===== config.mk =====
export PLATFORM = sky130hd
export DESIGN_NAME = headers_payload_parser_core
export DESIGN_NICKNAME = d
export VERILOG_FILES = /design/src/hw/rtl/hpp_pkg.sv /design/src/hw/rtl/hpp_front.sv /design/src/hw/rtl/hpp_queue.sv /design/src/hw/rtl/hpp_back.sv /design/src/hw/rtl/headers_payload_parser_core.sv
export SDC_FILE = /design/constraint.sdc
export NUM_CORES = 1
export LEC_CHECK = 0
export BUFFER_PORTS_ARGS = -buffer_cell sky130_fd_sc_hd__buf_2
export CELL_PAD_IN_SITES_DETAIL_PLACEMENT = 1
export CELL_PAD_IN_SITES_GLOBAL_PLACEMENT = 1
export CORE_MARGIN = 2
export CORE_UTILIZATION = 25
export CTS_BUF_LIST = sky130_fd_sc_hd__clkbuf_16
export CTS_CLUSTER_SIZE = 24
export DETAILED_ROUTE_END_ITERATION = 12
export PLACE_DENSITY_LB_ADDON = 0.1
export SYNTH_ARGS = -nofsm -noshare
export SYNTH_HDL_FRONTEND = slang
export SYNTH_SLANG_ARGS = --single-unit

===== constraint.sdc =====
create_clock -name clk -period 16.8 [get_ports clk]
set_input_delay 0.84 -clock clk [delete_from_list [all_inputs] [get_ports clk]]
set_output_delay 0.84 -clock clk [all_outputs]
set_load 0.03 [all_outputs]

===== src/hw/rtl/hpp_pkg.sv =====
`timescale 1ns / 1ps
// Shared types and constants for the HEADERS frame payload parser.
package hpp_pkg;

	localparam int unsigned LenW = 24;
	localparam int unsigned DepW = 31;

	localparam logic [2:0] KIND_PADLEN = 3'd0;
	localparam logic [2:0] KIND_PRIO   = 3'd1;
	localparam logic [2:0] KIND_FRAG   = 3'd2;
	localparam logic [2:0] KIND_PAD    = 3'd3;
	localparam logic [2:0] KIND_ERR    = 3'd4;

	// Header bytes ahead of the fragment.
	localparam logic [2:0] PADLEN_BYTES = 3'd1;
	localparam logic [2:0] PRIO_BYTES   = 3'd5;
	localparam logic [2:0] DEP_BYTES    = 3'd4;

	typedef struct packed {
		logic [7:0]      payload_byte;
		logic            frame_start;
		logic            padded_flag;
		logic            priority_flag;
		logic [LenW-1:0] payload_length;
	} in_t;

	typedef struct packed {
		logic [2:0]      byte_kind;
		logic [7:0]      data_byte;
		logic            exclusive_bit;
		logic [DepW-1:0] dependency_id;
		logic [7:0]      weight_value;
		logic [7:0]      pad_count;
		logic            frame_end;
	} out_t;

endpackage


===== src/hw/rtl/hpp_front.sv =====
`timescale 1ns / 1ps
// Front end: frame state, byte classification and field capture.
module hpp_front (
	input  logic         clk,
	input  logic         arst_n,
	input  logic         in_valid,
	output logic         in_ready,
	input  hpp_pkg::in_t in_data,
	output logic         push_valid,
	input  logic         push_ready,
	output hpp_pkg::out_t push_data
);
	import hpp_pkg::*;

	logic [LenW-1:0] pos_q, total_q;
	logic            padded_q, prio_q, excl_q, err_q;
	logic [7:0]      pad_q, weight_q;
	logic [DepW-1:0] dep_q;

	logic [LenW-1:0] pos_e, total_e, pos_n;
	logic            padded_e, prio_e, excl_e, err_e;
	logic [7:0]      pad_e, weight_e;
	logic [DepW-1:0] dep_e;
	logic [2:0]      hdr_e, s_e;
	logic [LenW-1:0] hdr_x, s_x, room, frag_end;
	logic [2:0]      kind;
	logic            last, in_frame, accept;
	logic [7:0]      b;

	assign b        = in_data.payload_byte;
	assign in_ready = push_ready;
	assign accept   = in_valid && push_ready;

	always_comb begin
		// A start replaces the open frame before the byte is classified.
		if (in_data.frame_start) begin
			padded_e = in_data.padded_flag;
			prio_e   = in_data.priority_flag;
			total_e  = in_data.payload_length;
			pos_e    = '0;
			pad_e    = '0;
			dep_e    = '0;
			excl_e   = 1'b0;
			weight_e = '0;
		end else begin
			padded_e = padded_q;
			prio_e   = prio_q;
			total_e  = total_q;
			pos_e    = pos_q;
			pad_e    = pad_q;
			dep_e    = dep_q;
			excl_e   = excl_q;
			weight_e = weight_q;
		end
		s_e   = padded_e ? PADLEN_BYTES : 3'd0;
		hdr_e = s_e + (prio_e ? PRIO_BYTES : 3'd0);
		hdr_x = {{(LenW-3){1'b0}}, hdr_e};
		s_x   = {{(LenW-3){1'b0}}, s_e};
		if (in_data.frame_start) begin
			err_e = total_e < hdr_x;
		end else begin
			err_e = err_q;
		end
		room     = total_e - hdr_x;
		in_frame = pos_e < total_e;
		last     = 1'b0;
		kind     = KIND_ERR;
		pos_n    = pos_e;
		if (in_frame) begin
			last  = pos_e == total_e - {{(LenW-1){1'b0}}, 1'b1};
			pos_n = pos_e + {{(LenW-1){1'b0}}, 1'b1};
			if (err_e) begin
				kind = KIND_ERR;
			end else if (padded_e && pos_e == '0) begin
				pad_e = b;
				kind  = KIND_PADLEN;
				if ({{(LenW-8){1'b0}}, b} > room) begin
					err_e = 1'b1;
					kind  = KIND_ERR;
				end
			end else if (prio_e && pos_e < s_x + {{(LenW-3){1'b0}}, DEP_BYTES}) begin
				if (pos_e == s_x) begin
					excl_e = b[7];
					dep_e  = {{(DepW-7){1'b0}}, b[6:0]};
				end else begin
					dep_e = {dep_e[DepW-9:0], b};
				end
				kind = KIND_PRIO;
			end else if (prio_e && pos_e == s_x + {{(LenW-3){1'b0}}, DEP_BYTES}) begin
				weight_e = b;
				kind     = KIND_PRIO;
			end else begin
				kind = KIND_PAD;
			end
		end
	end

	// Fragment bound uses the pad length as updated by this byte.
	assign frag_end = total_e - {{(LenW-8){1'b0}}, pad_e};

	always_comb begin
		push_valid              = in_valid;
		push_data.byte_kind     = kind;
		if (kind == KIND_PAD && pos_e < frag_end) begin
			push_data.byte_kind = KIND_FRAG;
		end
		push_data.data_byte     = b;
		push_data.exclusive_bit = excl_e;
		push_data.dependency_id = dep_e;
		push_data.weight_value  = weight_e;
		push_data.pad_count     = pad_e;
		push_data.frame_end     = last;
	end

	always_ff @(posedge clk or negedge arst_n) begin
		if (!arst_n) begin
			pos_q    <= '0;
			total_q  <= '0;
			padded_q <= 1'b0;
			prio_q   <= 1'b0;
			pad_q    <= '0;
			dep_q    <= '0;
			excl_q   <= 1'b0;
			weight_q <= '0;
			err_q    <= 1'b0;
		end else if (accept) begin
			pos_q    <= pos_n;
			total_q  <= total_e;
			padded_q <= padded_e;
			prio_q   <= prio_e;
			pad_q    <= pad_e;
			dep_q    <= dep_e;
			excl_q   <= excl_e;
			weight_q <= weight_e;
			err_q    <= err_e;
		end
	end

endmodule


===== src/hw/rtl/hpp_queue.sv =====
`timescale 1ns / 1ps
// Two-entry queue between the classifier and the output stage.
module hpp_queue (
	input  logic          clk,
	input  logic          arst_n,
	input  logic          push_valid,
	output logic          push_ready,
	input  hpp_pkg::out_t push_data,
	output logic          pop_valid,
	input  logic          pop_ready,
	output hpp_pkg::out_t pop_data
);
	import hpp_pkg::*;

	out_t       mem_q [2];
	logic       wr_q, rd_q;
	logic [1:0] count_q;
	logic       do_push, do_pop;

	assign push_ready = count_q != 2'd2;
	assign pop_valid  = count_q != 2'd0;
	assign pop_data   = mem_q[rd_q];
	assign do_push    = push_valid && push_ready;
	assign do_pop     = pop_valid && pop_ready;

	always_ff @(posedge clk) begin
		if (do_push) begin
			mem_q[wr_q] <= push_data;
		end
	end

	always_ff @(posedge clk or negedge arst_n) begin
		if (!arst_n) begin
			wr_q    <= 1'b0;
			rd_q    <= 1'b0;
			count_q <= '0;
		end else begin
			if (do_push) begin
				wr_q <= ~wr_q;
			end
			if (do_pop) begin
				rd_q <= ~rd_q;
			end
			count_q <= count_q + {1'b0, do_push} - {1'b0, do_pop};
		end
	end

endmodule


===== src/hw/rtl/hpp_back.sv =====
`timescale 1ns / 1ps
// Output stage: registers each result and holds it until it is taken.
module hpp_back (
	input  logic          clk,
	input  logic          arst_n,
	input  logic          pop_valid,
	output logic          pop_ready,
	input  hpp_pkg::out_t pop_data,
	output logic          out_valid,
	input  logic          out_ready,
	output hpp_pkg::out_t out_data
);
	import hpp_pkg::*;

	logic valid_q;
	out_t data_q;

	assign pop_ready = !valid_q || out_ready;
	assign out_valid = valid_q;
	assign out_data  = data_q;

	always_ff @(posedge clk) begin
		if (pop_valid && pop_ready) begin
			data_q <= pop_data;
		end
	end

	always_ff @(posedge clk or negedge arst_n) begin
		if (!arst_n) begin
			valid_q <= 1'b0;
		end else if (pop_ready) begin
			valid_q <= pop_valid;
		end
	end

endmodule


===== src/hw/rtl/headers_payload_parser_core.sv =====
`timescale 1ns / 1ps
// HEADERS frame payload parser: one result per payload byte.
// Each result passes through the queue and then the output register before it is valid.
// Throughput: one byte per cycle while the queue has room; the classifier updates frame state on each accepted byte.
// A two-entry queue lets the classifier keep going while a result waits.
// Reset (arst_n low) clears frame state, queue and output valid; no frame is open.
module headers_payload_parser_core (
	input  logic          clk,
	input  logic          arst_n,
	input  logic          byte_valid,
	output logic          byte_ready,
	input  hpp_pkg::in_t  byte_data,
	output logic          result_valid,
	input  logic          result_ready,
	output hpp_pkg::out_t result_data
);
	import hpp_pkg::*;

	logic push_valid, push_ready, pop_valid, pop_ready;
	out_t push_data, pop_data;

	hpp_front u_front (
		.clk        (clk),
		.arst_n     (arst_n),
		.in_valid   (byte_valid),
		.in_ready   (byte_ready),
		.in_data    (byte_data),
		.push_valid (push_valid),
		.push_ready (push_ready),
		.push_data  (push_data)
	);

	hpp_queue u_queue (
		.clk        (clk),
		.arst_n     (arst_n),
		.push_valid (push_valid),
		.push_ready (push_ready),
		.push_data  (push_data),
		.pop_valid  (pop_valid),
		.pop_ready  (pop_ready),
		.pop_data   (pop_data)
	);

	hpp_back u_back (
		.clk       (clk),
		.arst_n    (arst_n),
		.pop_valid (pop_valid),
		.pop_ready (pop_ready),
		.pop_data  (pop_data),
		.out_valid (result_valid),
		.out_ready (result_ready),
		.out_data  (result_data)
	);

endmodule

==> summary.md, run 1 <==
| Metric | Value |
|---|---|
| Worst path slowest cell | `buf_4` |
| Synthesized cell area | `14,700 µm²` |
| F_max | `111 MHz` |
| Multiplexer share of the synthesized area | `7.81%` |
| Number of global-route vias before repair | `10,600` |
| GRT Total Usage | `15.0%` |
| Final worst-path cycle share | `53.6%` |
| Post-Synthesis Cells | `1,248` |
| Number of synthesized flops with an enable pin | `180` |
| Drt pass-1 iters | `5` |
| Synth unique cells | `76` |
| Status | `complete, no violations` |
| Final cell count without fillers | `2,169` |
| # nets final | `1,477` |
| Synth warnings | `0` |
| Register area | `8010 µm²` |
| Number of synthesized register bits | `284` |
| Logic gate share of total power | `35.5%` |
| Die Y | `247 µm` |
| Compound-Gate Fraction of Synth Area | `11.4%` |
| GR Overflow Total | `0` |
| Post-CTS Hold Buffers | `0` |
| # fillers | `6,450` |
| CP most frequent cell | `a21oi_1` |
| Largest net degree at the start of global routing | `62` |
| Top-count cell post-synth | `edfxtp_1` |
| Final Hold Viols | `0` |
| Worst hold slack | `0.345 ns` |
| Worst Setup SP | `byte_data[26]` |
| Max Cap Viol | `0` |
| HPWL after detailed placement | `32.4 mm` |
| Synth Flop Type | `edfxtp_1` |
| Post-Syn Nets | `1,360` |
| Layout cell share with drive strength beyond 1 | `20.4%` |
| Reg-to-Reg Start | `u_front.prio_q` |
| Design Power | `0.00292 W` |
| Max-slew violations | `0` |
| WL final | `45.1 mm` |
| Async set-reset flop share out of synthesis | `36.6%` |
| RSZ-0062 raised after global routing | `false` |
| HP Class | `input pin to async pin` |
| Largest family of logic cells by synthesized area | `simple AND/OR/NAND/NOR gates` |
| Via Count | `10,100` |
| Die X | `247 µm` |
| Rel. slew slack | `29.2%` |
| Worst vdd ir | `85.7 µV` |
| I/O pin total | `101` |
| P&R area growth vs syn | `18.2%` |
| Clock Latency Late Sink | `0.56 ns` |
| Core Box Area | `58,700 µm²` |
| P_int | `0.00184 W` |
| Number of clock sinks | `284` |
| Placement Rows | `89` |
| Wire per inst | `20.8 µm` |
| Post-layout min period | `9.00 ns` |
| Synth Area in XOR/XNOR | `4.99%` |
| R2r setup slk | `9.08 ns` |
| Sequential share of power | `37.5%` |
| Clock transition at path regs | `0.05 ns` |
| Final Setup Violations | `0` |
| Cell count after placement | `2,098` |
| Final ANT Viol Nets | `0` |
| Sequential area share after synthesis | `54.3%` |
| Post-DR vias/cell | `4.64` |
| Max clock buf depth | `3` |
| CTS root buffer | `clkbuf_16` |
| Crit path to | `u_queue.mem_q[1][57]` |
| Kind of critical path | `input pin to register` |
| Worst Path Max Fanout | `47` |
| Htree depth | `2` |
| Post-synth top cells | `180 x edfxtp_1, 142 x nand2_1, 104 x dfrtp_1, 71 x ha_1, 68 x o21ai_0` |
| DRC errors left | `0` |
| Die area | `60,900 µm²` |
| Crit-path max cell delay | `0.52 ns` |
| Switching part of the total | `37.1%` |
| PortBufs | `100` |
| Clock buffer count from CTS | `38` |
| Synth Area in Simple Gates | `12.3%` |
| TNS Setup | `0 ns` |
| Net Switching | `0.00108 W` |
| Initial DRC Count | `450` |
| Global-route wire length before repair | `68.4 mm` |
| Final Util | `29.7%` |
| Top cell type's share of synthesized area | `36.7%` |
| Syn avg cell area | `11.8 µm²` |
| Worst Skew | `0.0319 ns` |
| Clock Power Share | `27.0%` |
| CTS tree | `built` |
| Multi-input logic area | `6360 µm²` |
| Lkg Pwr | `6.97 nW` |
| Worst setup SP type | `input pin` |
| Synth area leaders | `edfxtp_1 37%, dfrtp_1 18%, ha_1 6.0%, mux2_2 4.8%, nand2_1 3.6%` |
| FF-to-FF path depth | `33` |
| # Post-CTS Setup Buffers | `0` |
| Pwr Density | `168 nW/µm²` |
| RR Endpoint | `u_queue.mem_q[1][57]` |
| Post-synth top area cell | `edfxtp_1` |
| CP required | `17.11 ns` |
| Slew @ Worst Pin | `1.06 ns` |
| # resized after CTS | `0` |
| Starting Density | `25.1%` |
| Gpl congestion | `0.785` |
| Adder-Cell Fraction of Synth Area | `6.45%` |
| Worst endpoint data arrival time | `9.31 ns` |
| Initial antenna violation count | `2` |
| Worst setup EP type | `register` |
sequential cells by signal, indices dropped and copies added, names as in the netlist, 2 cells and up:
register,cells
u_front.pad_q,8
u_front.total_q,24
u_front.dep_q,31
u_queue.count_q,2
u_queue.mem_q,120
u_back.out_data,60
u_front.weight_q,8
u_front.pos_q,24
placed cells by master, fill, tap and decap left out, types with 32 or more instances in the layout:
cell type and count:
a21oi_1 40, a22o_1 56, buf_2 98, clkbuf_16 39, dfrtp_1 103, edfxtp_1 180, ha_1 71, inv_1 52
mux2_2 63, mux2i_1 39, nand2_1 141, nor2_1 56, o21ai_0 68, xnor2_1 52, xor2_1 32
kinds of logic (layout without fill, tap and decap cells):
group	Yosys count	count (layout)
compound gates	241	241
xor+xnor	84	84
fa+ha+maj	75	75
buf+inv	95	242
flops	284	284
mux	105	105
other cells	0	1
simple gates	364	364
metrics by stage:
stage	area (µm²)	worst slack, ns
4_1_cts	17400	7.76
3_3_place_gp	16200	7.47
5_1_grt	17400	6.91
6_report	17400	7.80
2_1_floorplan	14700	8.34
3_5_place_dp	16200	7.20
final cells by class:
cell class	instances	share of cell area, %
flip-flops and latches	284	46.0
multi-input cells	869	36.5
clock buffers	39	5.60
well taps	773	5.55
repair buffers	128	4.11
clock inverters	31	1.34
inverters	44	0.948
diodes	1	0.0144
routing by layer:
layer	share of wire, %	global-route usage [%]
met2	50	26.3
met4	1.9	3.79
met3	3.0	2.25
met1	45	19.2
met5	0.024	0
power groups by stage:
stage | Combinational [W] | Clock (W) | Sequential (W)
floorplan | 0.000600 | 0 | 0.00123
global placement | 0.00106 | 0 | 0.00111
detailed placement | 0.00106 | 0 | 0.00111
CTS | 0.00107 | 0.000819 | 0.00110
global route | 0.00116 | 0.000846 | 0.00112
finish | 0.00104 | 0.000787 | 0.00110
how the worst min path moves through the flow:
stage / startpoint / to
after floorplan: u_front.pad_q[1] / u_front.pad_q[1]
after detailed placement: u_front.pad_q[5] / u_front.pad_q[5]
after global placement: u_front.pad_q[5] / u_front.pad_q[5]
final: arst_n / u_front.total_q[19]
after global routing: arst_n / u_front.total_q[19]
after CTS: arst_n / u_front.total_q[19]
critical path: cells and delay by family:
family          cells  cell delay (ns)
buf+inv             6             1.67
mux                 1             0.28
xor+xnor            1             0.09
compound gates     14             3.12
simple gates        8             1.55
fa+ha+maj           6             1.68
Power figures use the tool's default switching activity.
==> run 2, diff against run 1 <==
--- a/config.mk
+++ b/config.mk
@@ -5,6 +5,7 @@
 export SDC_FILE = /design/constraint.sdc
 export NUM_CORES = 1
 export LEC_CHECK = 0
+export ABC_AREA = 1
 export BUFFER_PORTS_ARGS = -buffer_cell sky130_fd_sc_hd__buf_2
 export CELL_PAD_IN_SITES_DETAIL_PLACEMENT = 1
 export CELL_PAD_IN_SITES_GLOBAL_PLACEMENT = 1
==> constraint.sdc (replaced) <==
create_clock -name clk -period 8.1 [get_ports clk]
set_input_delay 0.405 -clock clk [delete_from_list [all_inputs] [get_ports clk]]
set_output_delay 0.405 -clock clk [all_outputs]
set_load 0.03 [all_outputs]
==> run 2 against run 1 <==
Compared with the run above:
- register-to-register slack lost 7.2 ns
- clock skew shrank 0.0062 ns
- die area rose by 4.7%
- clock-buffer cell count fell by 1
- via count rose by 16%
==> summary.md, run 2 <==
| Metric | Value |
|---|---|
| Status | `complete, no violations (unchanged)` |
| Clock transition at path regs | `0.05 ns (about the same)` |
| Gpl congestion | `0.896 (was 0.785)` |
| Final Setup Violations | `0 (unchanged)` |
| Syn avg cell area | `9.03 µm² (was 11.8 µm²)` |
| Rel. slew slack | `34.0% (was 29.2%)` |
| Number of synthesized flops with an enable pin | `180 (unchanged)` |
| Die X | `252 µm (was 247 µm)` |
| PortBufs | `100 (unchanged)` |
| Global-route wire length before repair | `78.1 mm (was 68.4 mm)` |
| Final cell count without fillers | `2,628 (was 2,169)` |
| Multi-input logic area | `6560 µm² (was 6360 µm²)` |
| Post-Syn Nets | `1,821 (was 1,360)` |
| Synthesized cell area | `15,400 µm² (was 14,700 µm²)` |
| Final worst-path cycle share | `79.7%` |
| Number of global-route vias before repair | `12,400 (was 10,600)` |
| Post-layout min period | `6.46 ns` |
| GRT Total Usage | `16.3% (was 15.0%)` |
| Synth Flop Type | `edfxtp_1 (unchanged)` |
| Initial antenna violation count | `0 (was 2)` |
| # resized after CTS | `0 (unchanged)` |
| Synth warnings | `0 (unchanged)` |
| Most common cell after layout, fill and taps aside | `nand2_1 (was edfxtp_1)` |
| Htree depth | `2 (unchanged)` |
| Die area | `63,700 µm² (was 60,900 µm²)` |
| Kind of critical path | `input pin to register (unchanged)` |
| Synth area leaders | `edfxtp_1 35%, dfrtp_1 17%, nand2_1 14%, ha_1 5.8%, inv_1 3.6% (was edfxtp_1 37%, dfrtp_1 18%, ha_1 6.0%, mux2_2 4.8%, nand2_1 3.6%)` |
| HPWL after detailed placement | `37.2 mm (was 32.4 mm)` |
| Post-Synthesis Cells | `1,709 (was 1,248)` |
| GR Overflow Total | `0 (unchanged)` |
| Final Hold Viols | `0 (unchanged)` |
| Placement Rows | `91 (was 89)` |
| Slew @ Worst Pin | `0.989 ns (was 1.06 ns)` |
| Worst vdd ir | `150 µV (was 85.7 µV)` |
| HP Class | `input pin to register (was input pin to async pin)` |
| Worst Path Max Fanout | `32 (was 47)` |
| Worst Skew | `0.0257 ns (was 0.0319 ns)` |
| # fillers | `7,094 (was 6,450)` |
| RSZ-0062 raised after global routing | `false (unchanged)` |
| Post-synth top cells | `571 x nand2_1, 180 x edfxtp_1, 148 x inv_1, 110 x nor2_1, 104 x dfrtp_1 (was 180 x edfxtp_1, 142 x nand2_1, 104 x dfrtp_1, 71 x ha_1, 68 x o21ai_0)` |
| Most frequent cells in the layout | `570 x nand2_1, 180 x edfxtp_1, 160 x inv_1, 107 x nor2_1, 103 x dfrtp_1 (was 180 x edfxtp_1, 141 x nand2_1, 103 x dfrtp_1, 98 x buf_2, 71 x ha_1)` |
| Worst endpoint data arrival time | `6.74 ns (was 9.31 ns)` |
| CTS root buffer | `clkbuf_16 (unchanged)` |
| Largest net degree at the start of global routing | `83 (was 62)` |
| DRC errors left | `0 (unchanged)` |
| TNS Setup | `0 ns (unchanged)` |
| Fin area | `18,000 µm² (was 17,400 µm²)` |
| Pwr Density | `346 nW/µm² (was 168 nW/µm²)` |
| Cell Area, Placed | `16,800 µm² (was 16,200 µm²)` |
| Antenna diodes | `0 (was 1)` |
| Drt pass-1 iters | `5 (unchanged)` |
| Async set-reset flop share out of synthesis | `36.6% (unchanged)` |
| Via Count | `11,700 (was 10,100)` |
| DP Worst Slack | `0.969 ns (was 7.20 ns)` |
| Layout cell share with drive strength beyond 1 | `14.8% (was 20.4%)` |
| Initial DRC Count | `571 (was 450)` |
| Post-DR vias/cell | `4.46 (was 4.64)` |
| Number of clock sinks | `284 (unchanged)` |
| Final ANT Viol Nets | `0 (unchanged)` |
| Max reg flops | `120 (unchanged)` |
| Worst path slowest cell | `o31ai_1 (was buf_4)` |
| Clock Latency Late Sink | `0.57 ns (was 0.56 ns)` |
| Wire per inst | `19.3 µm (was 20.8 µm)` |
| Number of synthesized register bits | `284 (unchanged)` |
| Worst setup SP type | `input pin (unchanged)` |
| Sequential area share after synthesis | `51.9% (was 54.3%)` |
| Cell count after placement | `2,559 (was 2,098)` |
| Crit-path max cell delay | `0.55 ns (was 0.52 ns)` |
| CP required | `8.39 ns (was 17.11 ns)` |
| CP most frequent cell | `nand2_1 (was a21oi_1)` |
| CTS tree | `built (unchanged)` |
| Starting Density | `25.2% (was 25.1%)` |
| Largest register by flop count | `u_queue.mem_q (unchanged)` |
| Lkg Pwr | `7.99 nW (was 6.97 nW)` |
| R2r setup slk | `1.90 ns (was 9.08 ns)` |
| Core Box Area | `61,400 µm² (was 58,700 µm²)` |
| Top-count cell post-synth | `nand2_1 (was edfxtp_1)` |
| Synth unique cells | `54 (was 76)` |
| Max-slew violations | `0 (unchanged)` |
| Max Cap Viol | `0 (unchanged)` |
| WL final | `50.8 mm (was 45.1 mm)` |
| Clock buffer count from CTS | `37 (was 38)` |
| # nets final | `1,921 (was 1,477)` |
| Die Y | `252 µm (was 247 µm)` |
| P&R area growth vs syn | `16.6% (was 18.2%)` |
| Max clock buf depth | `3 (unchanged)` |
| I/O pin total | `101 (unchanged)` |
| Worst setup margin | `1.64 ns (was 7.80 ns)` |
| Post-synth top area cell | `edfxtp_1 (unchanged)` |
| Top cell type's share of synthesized area | `35.0% (was 36.7%)` |
| Worst setup EP type | `register (unchanged)` |
| F_max | `155 MHz` |
| Register area | `8010 µm² (unchanged)` |
-- run 2: what timing repair did --
item	in CTS	in global routing
endpoints found under the hold margin	42	0
hold buffers	1	0
setup buffers	0	0
-- run 2: cell type report --
cell class / count / area share, %
Sequential cell: 284 / 44.5
Multi-Input combinational cell: 1208 / 36.4
Tap cell: 790 / 5.49
Clock buffer: 38 / 5.28
Timing Repair Buffer: 115 / 3.52
Inverter: 163 / 3.43
Clock inverter: 30 / 1.32
-- run 2: final timing paths --
path	startpoint	end	depth (start not counted)
max	byte_data[26]	u_queue.mem_q[0][57]	36
min	result_ready	u_back.out_valid	2
max reg2reg	u_front.prio_q	u_queue.mem_q[0][57]	33
min reg2reg	u_front.dep_q[20]	u_front.dep_q[20]	2
max in group asynchronous	arst_n	u_front.pos_q[10]	3
min in group asynchronous	arst_n	u_front.total_q[13]	2
-- run 2: power breakdown --
part / internal, W / switching (W) / total (W)
clock: 0.000926 / 0.000677 / 0.00160
sequential: 0.00212 / 0.000149 / 0.00227
combinational: 0.000619 / 0.00174 / 0.00236
-- run 2: stage by stage --
step / total power [W] / hold slack (ns) / util, %
detailed placement: 0.00473 / 0.467 / 27.4
CTS: 0.00638 / 0.0323 / 29.3
global route: 0.00671 / 0.0809 / 29.3
floorplan: 0.00393 / 0.109 / -
global placement: 0.00468 / 0.462 / 27.4
finish: 0.00623 / 0.0616 / 29.3
-- run 2: critical path, delay by kind of cell --
kind | cells | cell delay (ns)
AO/OA/AOI/OAI | 7 | 1.67
AND/OR/NAND/NOR | 16 | 1.98
buffers and inverters | 7 | 0.88
adder cells (fa/ha/maj) | 6 | 1.76
-- run 2: kinds of logic after synthesis --
family / synth area share (%)
simple gates: 24.0
flops: 51.9
compound gates: 7.86
buf+inv: 5.82
xor+xnor: 4.43
fa+ha+maj: 6.01
-- run 2: routing by layer --
| layer | vias to the layer above | part of all wire [%] | GRT usage [%] |
|---|---|---|---|
| met5 | - | 0 | 0 |
| met1 | 5689 | 47 | 21.4 |
| met3 | 64 | 2.8 | 2.29 |
| met2 | 157 | 48 | 27.4 |
| met4 | 0 | 3.0 | 5.31 |
| li1 | 5820 | - | - |
==> run 3, diff against run 2 <==
--- a/config.mk
+++ b/config.mk
@@ -5,7 +5,7 @@
 export SDC_FILE = /design/constraint.sdc
 export NUM_CORES = 1
 export LEC_CHECK = 0
-export ABC_AREA = 1
+export ABC_AREA = 0
 export BUFFER_PORTS_ARGS = -buffer_cell sky130_fd_sc_hd__buf_2
 export CELL_PAD_IN_SITES_DETAIL_PLACEMENT = 1
 export CELL_PAD_IN_SITES_GLOBAL_PLACEMENT = 1
==> constraint.sdc (replaced) <==
create_clock -name clk -period 5.6 [get_ports clk]
set_input_delay 0.28 -clock clk [delete_from_list [all_inputs] [get_ports clk]]
set_output_delay 0.28 -clock clk [all_outputs]
set_load 0.03 [all_outputs]
==> run 3 against run 2 <==
Compared with the run above:
- the flow now finishes with violations (negative setup slack)
- sequential power rose by 44%
- utilization grew 3.2 points
- design area increased by 6.2%
- die area decreased by 4.4%
- setup slack lost 2.1 ns
- cell count shrank 10%
- clock-buffer cell count down 1
- clock power is 45% higher
- register-to-register slack worse by 2.4 ns
- sequential share of layout area fell by 2.6 points
- critical path type is now register to register
- highest routed layer unchanged
==> summary.md, run 3 (synthesis gave the netlist of run 1 again) <==
| Metric | Value |
|---|---|
| Post-layout min period | `6.07 ns` |
| Drt pass-1 iters | `4 (was 5)` |
| F_max | `165 MHz` |
| Initial antenna violation count | `0 (unchanged)` |
| Placement Rows | `89 (was 91)` |
| Htree depth | `2 (unchanged)` |
| Number of clock sinks | `284 (unchanged)` |
| Most frequent cells in the layout | `213 x buf_4, 180 x edfxtp_1, 140 x nand2_1, 103 x dfrtp_1, 98 x buf_2 (was 570 x nand2_1, 180 x edfxtp_1, 160 x inv_1, 107 x nor2_1, 103 x dfrtp_1)` |
| Failing checks | `negative setup slack` |
| Final worst-path cycle share | `108%` |
| Final Hold Viols | `0 (unchanged)` |
| Number of global-route vias before repair | `11,400 (was 12,400)` |
| Starting Density | `25.1% (was 25.2%)` |
| PortBufs | `100 (unchanged)` |
| Die Y | `247 µm (was 252 µm)` |
| Final Util | `32.6% (was 29.3%)` |
| Worst setup SP type | `register (was input pin)` |
| P&R area growth vs syn | `29.7% (was 16.6%)` |
| Max reg flops | `120 (unchanged)` |
| Die area | `60,900 µm² (was 63,700 µm²)` |
| Clock Latency Late Sink | `0.55 ns (was 0.57 ns)` |
| I/O pin total | `101 (unchanged)` |
| Cell count after placement | `2,276 (was 2,559)` |
| Slew @ Worst Pin | `1.04 ns (was 0.989 ns)` |
| Initial DRC Count | `436 (was 571)` |
| Wire per inst | `20.1 µm (was 19.3 µm)` |
| Worst vdd ir | `231 µV (was 150 µV)` |
| HPWL after detailed placement | `35.6 mm (was 37.2 mm)` |
| Clock buffer count from CTS | `37 (unchanged)` |
| CP required | `6.01 ns (was 8.39 ns)` |
| GR Overflow Total | `0 (unchanged)` |
| Antenna diodes | `0 (unchanged)` |
| Most common cell after layout, fill and taps aside | `buf_4 (was nand2_1)` |
| Via Count | `10,800 (was 11,700)` |
| Pwr Density | `487 nW/µm² (was 346 nW/µm²)` |
| Max Cap Viol | `0 (unchanged)` |
| Final ANT Viol Nets | `0 (unchanged)` |
| # fillers | `6,443 (was 7,094)` |
| Max clock buf depth | `3 (unchanged)` |
| GRT Total Usage | `15.8% (was 16.3%)` |
| Clock transition at path regs | `0.06 ns (was 0.05 ns)` |
| RSZ-0062 raised after global routing | `true (was false)` |
| Global-route wire length before repair | `72.0 mm (was 78.1 mm)` |
| Kind of critical path | `register to register (was input pin to register)` |
| Register area | `8010 µm² (unchanged)` |
| Lkg Pwr | `7.96 nW (was 7.99 nW)` |
| WL final | `47.3 mm (was 50.8 mm)` |
| DRC errors left | `0 (unchanged)` |
| Gpl congestion | `0.776 (was 0.896)` |
| # nets final | `1,665 (was 1,921)` |
| Rel. slew slack | `30.7% (was 34.0%)` |
| Die X | `247 µm (was 252 µm)` |
| Final Setup Violations | `2 (was 0)` |
| Multi-input logic area | `6610 µm² (was 6560 µm²)` |
| Largest register by flop count | `u_queue.mem_q (unchanged)` |
| CTS root buffer | `clkbuf_16 (unchanged)` |
| Worst Skew | `0.0211 ns (was 0.0257 ns)` |
| Layout cell share with drive strength beyond 1 | `32.4% (was 14.8%)` |
| HP Class | `input pin to register (unchanged)` |
| Largest net degree at the start of global routing | `82 (was 83)` |
| Core Box Area | `58,700 µm² (was 61,400 µm²)` |
| Max-slew violations | `0 (unchanged)` |
| Post-DR vias/cell | `4.59 (was 4.46)` |
| TNS Setup | `-0.936 ns (was 0 ns)` |
| Worst endpoint data arrival time | `6.48 ns (was 6.74 ns)` |
| CTS tree | `built (unchanged)` |
| Worst Path Max Fanout | `5 (was 32)` |
| Worst setup EP type | `register (unchanged)` |
| Status | `finished, violations left (was complete, no violations)` |
| Final cell count without fillers | `2,355 (was 2,628)` |
| Worst setup margin | `-0.468 ns (was 1.64 ns)` |
-- run 3: cell types whose count changed in the layout (fill, tap and decap cells not counted), moves of 41 or more --
cell	previous run	this run
nand2_1	570	140
buf_4	15	213
nor2_1	107	56
nand3_1	62	21
a22o_1	0	56
mux2_2	0	63
inv_1	160	48
-- run 3: layout make-up --
type / instances / area share, %
clock inverter: 31 / 1.32
clock buffer: 37 / 4.84
inverter: 44 / 0.864
multi-input combinational: 869 / 34.6
timing repair buffer: 317 / 11.4
tap: 773 / 5.06
sequential: 284 / 41.9
-- run 3: metal layers --
metal  track usage [%]  up-vias  routed length [µm]
li1                  -     5199                   -
met5                 0        -                   0
met4              5.55        0                1510
met3              2.34       66                1450
met2              27.6      140               23600
met1              19.8     5400               20800
-- run 3: per-stage QoR --
stage               area (µm²)  total power (W)  worst slack, ns  hold WS [ns]
floorplan                14900          0.00555           -0.943       -0.0156
global placement         17700          0.00697           -0.821         0.317
detailed placement       17700          0.00701            -1.04         0.320
CTS                      19000          0.00944           -0.628        0.0662
global route             19100          0.00994           -0.811        0.0652
finish                   19100          0.00931           -0.468        0.0791
-- run 3: worst paths after layout --
kind	end	slack, ns	depth (start not counted)	from
max	u_queue.mem_q[0][57]	-0.47	27	u_front.pos_q[4]
min	u_queue.mem_q[0][49]	0.08	1	byte_data[27]
max reg2reg	u_queue.mem_q[0][57]	-0.47	27	u_front.pos_q[4]
min reg2reg	u_front.pad_q[6]	0.48	2	u_front.pad_q[6]
max in group asynchronous	u_front.total_q[0]	4.35	3	arst_n
min in group asynchronous	u_front.total_q[19]	0.26	2	arst_n
-- run 3: critical path, stage by stage (launching register included) --
cell and delay, ns:
dfrtp_1 0.38, or4_1 0.60, o41ai_2 0.30, nand3_1 0.29, nand4bb_1 0.32, nor3b_4 0.41
nand2_2 0.11, o21ai_4 0.10, ha_4 0.15, inv_2 0.04, fa_2 0.35, a21o_1 0.19
a21oi_2 0.17, nand2_1 0.08, mux2_4 0.30, a221oi_4 0.33, o21ai_4 0.15, a21oi_2 0.17
xor2_1 0.19, ha_2 0.19, a21o_1 0.11, a21oi_2 0.05, nand2b_4 0.14, nand3_4 0.09
a41oi_2 0.04, or3_4 0.40, a21oi_2 0.12, o21a_1 0.15
-- run 3: timing repair --
action	4_1_cts	5_1_grt
setup endpoints to repair	2	2
endpoints found under the hold margin	36	0
pin swaps	22	27
hold buffers	2	0
resized for setup	11	23
setup buffers	7	3
-- run 3: power by group --
part / internal (W) / leakage, nW / total, W / switching (W)
Combinational: 0.00150 / 4.24 / 0.00372 / 0.00222
Sequential: 0.00302 / 3.11 / 0.00327 / 0.000250
Clock: 0.00136 / 0.610 / 0.00232 / 0.000964
